### config.mk
export PLATFORM = sky130hd
export DESIGN_NAME = suid_ctrl
export DESIGN_NICKNAME = d
export VERILOG_FILES = /design/src/hw/rtl/suid_pkg.sv /design/src/hw/rtl/suid_ctrl.sv
export SDC_FILE = /design/constraint.sdc
export NUM_CORES = 1
export LEC_CHECK = 0
export BUFFER_PORTS_ARGS = -buffer_cell sky130_fd_sc_hd__buf_2
export CAP_MARGIN = 30
export CELL_PAD_IN_SITES_DETAIL_PLACEMENT = 0
export CELL_PAD_IN_SITES_GLOBAL_PLACEMENT = 1
export CORE_ASPECT_RATIO = 0.8
export CORE_MARGIN = 2
export CORE_UTILIZATION = 30
export DETAILED_ROUTE_END_ITERATION = 10
export PLACE_DENSITY = 0.8
export SLEW_MARGIN = 20
export SYNTH_ARGS = -nofsm -noshare
export SYNTH_HDL_FRONTEND = slang
export SYNTH_SLANG_ARGS = --single-unit
### constraint.sdc
create_clock -name i_clk -period 3.4 [get_ports i_clk]
set_input_delay 0.17 -clock i_clk [delete_from_list [all_inputs] [get_ports i_clk]]
set_output_delay 0.17 -clock i_clk [all_outputs]
set_load 0.005 [all_outputs]
### src/hw/rtl/suid_pkg.sv
// ----------------------------------------------------------------------------
// Set union/intersection/difference package
// Shared types, codes and command/status structures for the set engine.
// ----------------------------------------------------------------------------
`default_nettype none

package suid_pkg;

    // Default capacity of each set.
    localparam int MAX_ELEMENTS_DEF = 512;

    // Width of a set element.
    localparam int WORD_W = 32;

    typedef logic signed [WORD_W-1:0] t_word;

    // Input command codes.
    typedef enum logic [1:0] {
        CMD_LOAD_A = 2'd0,
        CMD_LOAD_B = 2'd1,
        CMD_FETCH  = 2'd2,
        CMD_CLEAR  = 2'd3
    } t_cmd;

    // Result status codes.
    typedef enum logic [2:0] {
        STAT_ACCEPT = 3'd0,
        STAT_DUP    = 3'd1,
        STAT_FULL   = 3'd2,
        STAT_ELEM   = 3'd3,
        STAT_END    = 3'd4,
        STAT_DONE   = 3'd5
    } t_status;

    // Result set kinds.
    typedef enum logic [1:0] {
        KIND_UNION = 2'd0,
        KIND_INTER = 2'd1,
        KIND_DIFF  = 2'd2
    } t_kind;

    // Drain phases.
    typedef enum logic [2:0] {
        PH_UNION_A = 3'd0,
        PH_UNION_B = 3'd1,
        PH_INTER   = 3'd2,
        PH_DIFF    = 3'd3,
        PH_DONE    = 3'd4
    } t_phase;

    // Source of the element field of a result.
    typedef enum logic [1:0] {
        ESRC_ZERO = 2'd0,
        ESRC_KEY  = 2'd1,
        ESRC_RD   = 2'd2
    } t_esrc;

    // Controller states.
    typedef enum logic [2:0] {
        S_IDLE       = 3'd0,
        S_LOAD_SCAN  = 3'd1,
        S_FETCH      = 3'd2,
        S_KEY        = 3'd3,
        S_FETCH_SCAN = 3'd4,
        S_RESP       = 3'd5
    } t_state;

    // Commands from the controller to the datapath.
    typedef struct packed {
        logic    key_ld_in;   // capture the input value as search key
        logic    scan_start;  // restart the membership scan
        logic    scan_sel;    // set to scan: 0 A, 1 B (taken at scan_start)
        logic    scan_run;    // advance the membership scan
        logic    drain_rd;    // read the drain entry and step the drain index
        logic    rd_sel;      // set read by the drain: 0 A, 1 B
        logic    key_ld_rd;   // capture the drain read data as search key
        logic    phase_set;   // load a new drain phase and zero the index
        t_phase  phase_val;
        logic    wr_a;        // append the key to set A
        logic    wr_b;        // append the key to set B
        logic    clear;       // empty both sets
        logic    res_ld;      // capture a finished result
        t_status res_status;
        t_kind   res_kind;
        t_esrc   res_esrc;
        logic    out_ld;      // move the finished result to the output stage
    } t_dp_cmd;

    // Status from the datapath to the controller.
    typedef struct packed {
        logic   hit;       // scan found the key
        logic   miss;      // scan finished without finding the key
        logic   idx_lt;    // drain index is below the count of its set
        logic   full_a;
        logic   full_b;
        logic   out_free;  // output stage can take a result this cycle
        t_phase phase;
    } t_dp_sts;

endpackage

`default_nettype wire

### src/hw/rtl/suid_ctrl.sv
// ----------------------------------------------------------------------------
// Set engine controller
// State machine that sequences loads, scans and the result drain.
// ----------------------------------------------------------------------------
`default_nettype none

module suid_ctrl
    import suid_pkg::*;
(
    input  wire logic    i_clk,
    input  wire logic    i_rst_n,
    input  wire logic    i_in_valid,
    output logic         o_in_ready,
    input  wire t_cmd    i_in_command,
    input  wire t_dp_sts i_sts,
    output t_dp_cmd      o_cmd
);

    t_state r_state, n_state;
    logic   r_load_b, n_load_b;

    // State register.
    always_ff @(posedge i_clk) begin
        if (!i_rst_n) begin
            r_state  <= S_IDLE;
            r_load_b <= 1'b0;
        end else begin
            r_state  <= n_state;
            r_load_b <= n_load_b;
        end
    end

    // Next state and datapath commands.
    always_comb begin
        n_state    = r_state;
        n_load_b   = r_load_b;
        o_cmd      = '0;
        o_in_ready = 1'b0;

        case (r_state)
            S_IDLE: begin
                o_in_ready = 1'b1;
                if (i_in_valid) begin
                    case (i_in_command)
                        CMD_LOAD_A, CMD_LOAD_B: begin
                            o_cmd.key_ld_in  = 1'b1;
                            o_cmd.scan_start = 1'b1;
                            o_cmd.scan_sel   = (i_in_command == CMD_LOAD_B);
                            o_cmd.phase_set  = 1'b1;
                            o_cmd.phase_val  = PH_UNION_A;
                            n_load_b         = (i_in_command == CMD_LOAD_B);
                            n_state          = S_LOAD_SCAN;
                        end
                        CMD_FETCH: begin
                            n_state = S_FETCH;
                        end
                        default: begin
                            o_cmd.clear      = 1'b1;
                            o_cmd.phase_set  = 1'b1;
                            o_cmd.phase_val  = PH_UNION_A;
                            o_cmd.res_ld     = 1'b1;
                            o_cmd.res_status = STAT_ACCEPT;
                            o_cmd.res_kind   = KIND_UNION;
                            o_cmd.res_esrc   = ESRC_ZERO;
                            n_state          = S_RESP;
                        end
                    endcase
                end
            end

            // Duplicate check, then capacity check, then append.
            S_LOAD_SCAN: begin
                o_cmd.scan_run = 1'b1;
                o_cmd.res_kind = KIND_UNION;
                o_cmd.res_esrc = ESRC_ZERO;
                if (i_sts.hit) begin
                    o_cmd.res_ld     = 1'b1;
                    o_cmd.res_status = STAT_DUP;
                    n_state          = S_RESP;
                end else if (i_sts.miss) begin
                    o_cmd.res_ld = 1'b1;
                    if (r_load_b ? i_sts.full_b : i_sts.full_a) begin
                        o_cmd.res_status = STAT_FULL;
                    end else begin
                        o_cmd.res_status = STAT_ACCEPT;
                        o_cmd.wr_a       = !r_load_b;
                        o_cmd.wr_b       = r_load_b;
                    end
                    n_state = S_RESP;
                end
            end

            // Pick the next drain candidate or close the current phase.
            S_FETCH: begin
                o_cmd.res_esrc = ESRC_ZERO;
                case (i_sts.phase)
                    PH_UNION_A: begin
                        if (i_sts.idx_lt) begin
                            o_cmd.drain_rd = 1'b1;
                            o_cmd.rd_sel   = 1'b0;
                            n_state        = S_KEY;
                        end else begin
                            o_cmd.phase_set = 1'b1;
                            o_cmd.phase_val = PH_UNION_B;
                        end
                    end
                    PH_UNION_B: begin
                        if (i_sts.idx_lt) begin
                            o_cmd.drain_rd = 1'b1;
                            o_cmd.rd_sel   = 1'b1;
                            n_state        = S_KEY;
                        end else begin
                            o_cmd.phase_set  = 1'b1;
                            o_cmd.phase_val  = PH_INTER;
                            o_cmd.res_ld     = 1'b1;
                            o_cmd.res_status = STAT_END;
                            o_cmd.res_kind   = KIND_UNION;
                            n_state          = S_RESP;
                        end
                    end
                    PH_INTER: begin
                        if (i_sts.idx_lt) begin
                            o_cmd.drain_rd = 1'b1;
                            o_cmd.rd_sel   = 1'b0;
                            n_state        = S_KEY;
                        end else begin
                            o_cmd.phase_set  = 1'b1;
                            o_cmd.phase_val  = PH_DIFF;
                            o_cmd.res_ld     = 1'b1;
                            o_cmd.res_status = STAT_END;
                            o_cmd.res_kind   = KIND_INTER;
                            n_state          = S_RESP;
                        end
                    end
                    PH_DIFF: begin
                        if (i_sts.idx_lt) begin
                            o_cmd.drain_rd = 1'b1;
                            o_cmd.rd_sel   = 1'b0;
                            n_state        = S_KEY;
                        end else begin
                            o_cmd.phase_set  = 1'b1;
                            o_cmd.phase_val  = PH_DONE;
                            o_cmd.res_ld     = 1'b1;
                            o_cmd.res_status = STAT_END;
                            o_cmd.res_kind   = KIND_DIFF;
                            n_state          = S_RESP;
                        end
                    end
                    default: begin
                        o_cmd.res_ld     = 1'b1;
                        o_cmd.res_status = STAT_DONE;
                        o_cmd.res_kind   = KIND_UNION;
                        n_state          = S_RESP;
                    end
                endcase
            end

            // Read data is ready: emit it directly or start a membership scan.
            S_KEY: begin
                o_cmd.rd_sel = (i_sts.phase == PH_UNION_B);
                if (i_sts.phase == PH_UNION_A) begin
                    o_cmd.res_ld     = 1'b1;
                    o_cmd.res_status = STAT_ELEM;
                    o_cmd.res_kind   = KIND_UNION;
                    o_cmd.res_esrc   = ESRC_RD;
                    n_state          = S_RESP;
                end else begin
                    o_cmd.key_ld_rd  = 1'b1;
                    o_cmd.scan_start = 1'b1;
                    o_cmd.scan_sel   = (i_sts.phase != PH_UNION_B);
                    n_state          = S_FETCH_SCAN;
                end
            end

            // Membership outcome decides between emitting and skipping.
            S_FETCH_SCAN: begin
                o_cmd.scan_run   = 1'b1;
                o_cmd.res_status = STAT_ELEM;
                o_cmd.res_esrc   = ESRC_KEY;
                case (i_sts.phase)
                    PH_UNION_B: begin
                        o_cmd.res_kind = KIND_UNION;
                        if (i_sts.hit) begin
                            n_state = S_FETCH;
                        end else if (i_sts.miss) begin
                            o_cmd.res_ld = 1'b1;
                            n_state      = S_RESP;
                        end
                    end
                    PH_INTER: begin
                        o_cmd.res_kind = KIND_INTER;
                        if (i_sts.hit) begin
                            o_cmd.res_ld = 1'b1;
                            n_state      = S_RESP;
                        end else if (i_sts.miss) begin
                            n_state = S_FETCH;
                        end
                    end
                    PH_DIFF: begin
                        o_cmd.res_kind = KIND_DIFF;
                        if (i_sts.hit) begin
                            n_state = S_FETCH;
                        end else if (i_sts.miss) begin
                            o_cmd.res_ld = 1'b1;
                            n_state      = S_RESP;
                        end
                    end
                    default: begin
                        n_state = S_FETCH;
                    end
                endcase
            end

            // Hand the result to the output stage once it has room.
            S_RESP: begin
                if (i_sts.out_free) begin
                    o_cmd.out_ld = 1'b1;
                    n_state      = S_IDLE;
                end
            end

            default: begin
                n_state = S_IDLE;
            end
        endcase
    end

endmodule

`default_nettype wire

* Yosys cells after proc, flatten, opt, wreduce, memory -nomap -nowiden
Index checks and enable logic that the tools add are counted. Widths: inputs -> output; s select.
Storage, ports and cells: flip-flop bits (word level) 4, input bits 14, word-level logic and storage cells 89
Cells by class: equality and inequality tests 15, muxes and demuxes 60, reduce and logical (&&, ||, !) cells 12
Operators with widths (count):
- $pmux 8 s5 | 1
- $mux 3 | 11
- $mux 4 | 8
- $pmux 6 s4 | 1
- $mux 6 | 3
- $mux 9 | 2
- $pmux 3 s2 | 3
- $pmux 3 s6 | 1
- $mux 2 | 8
- $pmux 4 s4 | 1
- $mux 1 | 14
- $eq 3x2->1 const B | 4
- $pmux 2 s2 | 3
- $reduce_or 3->1 | 3
- $mux 8 | 1
- $pmux 4 s2 | 1
- $eq 3x1->1 const B | 2
- $eq 3x3->1 const B | 2
- $logic_not 3->1 | 2
- $reduce_or 2->1 | 3
- $ne 2x2->1 const B | 2
- $ne 4x4->1 const B | 1
- $pmux 1 s2 | 2
- $reduce_and 4->1 | 1
- 7 further kinds | 7

* Depth between registers and ports, before layout
depth in word-level cells 5, mapped depth 6

* Worst setup path after synthesis
Ideal clock, no wire load.
path kind reg-to-reg, start register r_state[2], end register r_state[2], setup time 0.088 ns, arrival 1.688 ns, required time 3.312 ns, setup slack 1.624 ns, stages on the path, launching flop included 6, clock period less this slack 1.776 ns, path through dfxtp_1 > or3b_1 > buf_2 > or4_1 > and3_1 > o32ai_2
Between the ends: cells in the longest elaborated chain, start to end 4, elaborated cells on any way between the ends 16, classes of those cells 9 x eq/ne; 5 x mux; 2 x reduce/logical
Ends and longest elaborated chain:
- start, declared | RTL line suid_ctrl.sv:19 | t_state r_state, n_state;
- start signal, assigned | RTL line suid_ctrl.sv:28 | r_state <= n_state;
- $mux 3 (2 in a row)
- $pmux 3 s2
- $pmux 3 s6 | RTL line suid_ctrl.sv:40 | case (r_state)
Parallel ways exist; a longest one is shown, timed or not. A chain may end at the register's enable or synchronous reset.

* Worst setup path after layout
start register r_state[2], end register r_state[1]
Between the ends: cells in the longest elaborated chain, start to end 3, elaborated cells on any way between the ends 12, classes of those cells 9 x eq/ne; 1 x mux; 2 x reduce/logical
Ends and longest elaborated chain (RTL line):
- $eq 3x3->1 (tied with other cells) | suid_ctrl.sv:40
- $ne 4x4->1 (no line) (tied with other cells)
- $reduce_and 4->1 (no line)
Parallel ways exist; a longest one is shown, timed or not.

==> impl_results.md <==
- Status: finished, final reports clean
- DR pass1 iterations: 4
- Cells after Synth: between 100 and 150
- Clock Pin Slew Worst Setup and Hold Paths: approximately 0.04 ns
- Max-Cap Viols: 0
- DP Wirelength: roughly 1700 um
- Worst-margin pin slew: 0.706 ns
- Initial DRC Count: 23
- Mapped Avg Cell Area: around 6.7 um2
- Yosys top cell by area: dfxtp_1
- Crit Path Max Fanout: 16
- Die Y: 46.4 um
- # rows: 15
- Hold buffers post-CTS: 0
- Max Freq: about 470 MHz
- Synth Net Count: roughly 120
- Vias in the first global route: 675
- Core Footprint: 2140 um2
- Ports: 38
- Die extent in x: ~57 um
- Later-pin clock latency in the skew report: 0.24 ns
- Lkg Pwr: 0.000415 uW
- Remaining DRCs: 0
- Distinct cells, synth: 42
- Post-synth EDFFs: 0
- Startpoint Class: flip-flop
- Final ANT Viol Nets: 0
- Num CTS Buffers: 3
- WL/cell: 13.4 um
- Sequential share of the synthesized area: 0.119
- Synth area leaders: dfxtp_1 12%, nor2_1 6.1%, nor2b_1 4.6%, inv_1 3.9%, nand2b_1 3.7%
- Largest net degree at the start of global routing: 24
- Placed Area: 857 um2
- PortBufs: 37
- Synth async-reset ratio: 0
- Data required, critical path: between 3 and 4 ns
- VDD IR max: 327 uV
- Commonest non-fill, non-tap cell in the layout: buf_2
- Clk root buf: clkbuf_4
- H-Tree Depth: 1
- Ratio of cells with drive above 1 in the final layout: 0.331
- WL final: between 2000 and 2500 um
- Ys flop type: dfxtp_1
- Area fraction of the dominant cell type after synthesis: 0.119
- YS warnings: 0
- Final min period: 2.15 ns
- Starting Density: 0.315
- CTS tree: built
- Sw Ratio: 0.472
- Total track usage: 0.151
- Setup tns final: 0 ns
- CTS max path bufs: 2
- CP arrival: 2.22 ns
- Max-slew violations: 0
- Sequential power share: 0.254
- Most frequent cells in the layout: 37 x buf_2, 11 x nor2_1, 7 x inv_1, 6 x nand2_1
- Clock power share: 0.118
- # setup viols final: 0
- Power density over the cells: 567 nW/um2
- First-pass GRT wire length: around 3100 um
- Final instance area: ~900 um2
- Nets: 149
- Via density: about 5.5
- Core Util, Final: 0.411
- Final hold violation count: 0
- Crit path capture type: flip-flop
- Inserted Diodes: 0
- Internal: 264 uW
- Synth Register Bits: 4
- Grt total ovfl: 0
- Gpl congestion: about 0.8
- Mapped cell area: 673 um2
- Final worst path period share: 0.631
- Hold Crit Class: in -> reg
- # clock sinks: 4
- Critical path type: reg -> reg
- FILL cells: about 250
- Final Skew: 0.00831 ns
- CTS-repair resized insts: 0
- Sw Pwr: between 200 and 250 uW
- Syn-to-layout area delta: 30.7%
- Die area: 2640 um2
- RSZ-0062 raised after global routing: false
- Post-CTS Setup Bufs: 0
- Worst rel slew slack: 0.529
- Initial antenna violation count: 0
- Vias: 865
- Combinational power share: 0.628
==> sequential cells by signal (all words and copies together) (netlist names) <==
| name | count |
|---|---|
| r_state | 3 |
| r_load_b | 1 |
==> synthesized netlist by cell type, types with 2 or more instances <==
master / instances
clkbuf_1: 6
nand3_1: 2
or4_1: 2
xnor2_1: 2
o21ai_0: 5
nand2b_1: 4
nor2_1: 11
mux2i_1: 2
nor2b_1: 5
nor3_1: 4
and3_1: 2
a31oi_1: 3
dfxtp_1: 4
o22ai_1: 2
o21a_1: 2
a211oi_1: 3
nand2_1: 6
or3_1: 3
buf_2: 2
nor3b_1: 2
a32oi_1: 2
inv_1: 7
==> worst max-delay path: stages (launching register included) <==
cell      delay [ns]
dfxtp_1         0.61
or3b_1          0.51
or4_1           0.58
nand4b_1        0.18
o32ai_1         0.11
==> power groups by stage <==
| stage | logic, uW | registers, uW | clock network [uW] |
|---|---|---|---|
| 2_1_floorplan | 251 | 78.5 | 0 |
| 3_3_place_gp | 314 | 122 | 0 |
| 3_5_place_dp | 313 | 126 | 0 |
| 4_1_cts | 315 | 126 | 60.3 |
| 5_1_grt | 345 | 134 | 64.4 |
| 6_report | 313 | 127 | 58.9 |
==> layer usage <==
metal / GRT usage / share of wire / wire length, um / vias up
met3: 0.0365 / 0.084 / 178 / 0
met5: 0 / 0 / 0 / -
li1: - / - / - / 448
met4: 0.0140 / 0 / 0 / 0
met2: 0.225 / 0.42 / 881 / 38
met1: 0.227 / 0.50 / 1060 / 379
==> stage by stage <==
stage,setup WS [ns],hold slack [ns],power [uW],std cells
global route,1.14,0.264,543,158
finish,1.25,0.230,499,158
detailed placement,1.28,0.460,439,155
CTS,1.26,0.231,501,158
floorplan,1.62,0.322,330,101
global placement,1.35,0.471,436,155
==> cell type report <==
| type | count | area (um2) | share of cell area |
|---|---|---|---|
| clock buffer | 3 | 22.5 | 0.0256 |
| timing repair buffer | 37 | 185 | 0.211 |
| sequential | 4 | 80.1 | 0.0910 |
| inverter | 7 | 26.3 | 0.0299 |
| multi-input combinational | 82 | 534 | 0.607 |
| tap | 25 | 31.3 | 0.0356 |
==> final timing paths <==
check / end / slack [ns] / depth (start not counted) / startpoint
hold / removal: r_state[0]$_SDFFE_PN0P_ / 0.23 / 3 / i_rst_n
setup / recovery: r_state[1]$_SDFFE_PN0P_ / 1.25 / 4 / r_state[2]$_SDFFE_PN0P_
hold reg to reg: r_load_b$_SDFFE_PN0P_ / 0.53 / 2 / r_load_b$_SDFFE_PN0P_
setup reg to reg: r_state[1]$_SDFFE_PN0P_ / 1.25 / 4 / r_state[2]$_SDFFE_PN0P_
==> cells by family (layout without fill, tap and decap cells) <==
logic type             Yosys count  in the layout  synth area share
AO/OA/AOI/OAI                   28             28             0.310
XOR/XNOR                         2              2            0.0260
buffers and inverters           15             47            0.0874
flip-flops                       4              4             0.119
multiplexers                     2              2            0.0297
AND/OR/NAND/NOR                 50             50             0.428
No activity file was read; power rests on OpenSTA's default activity.
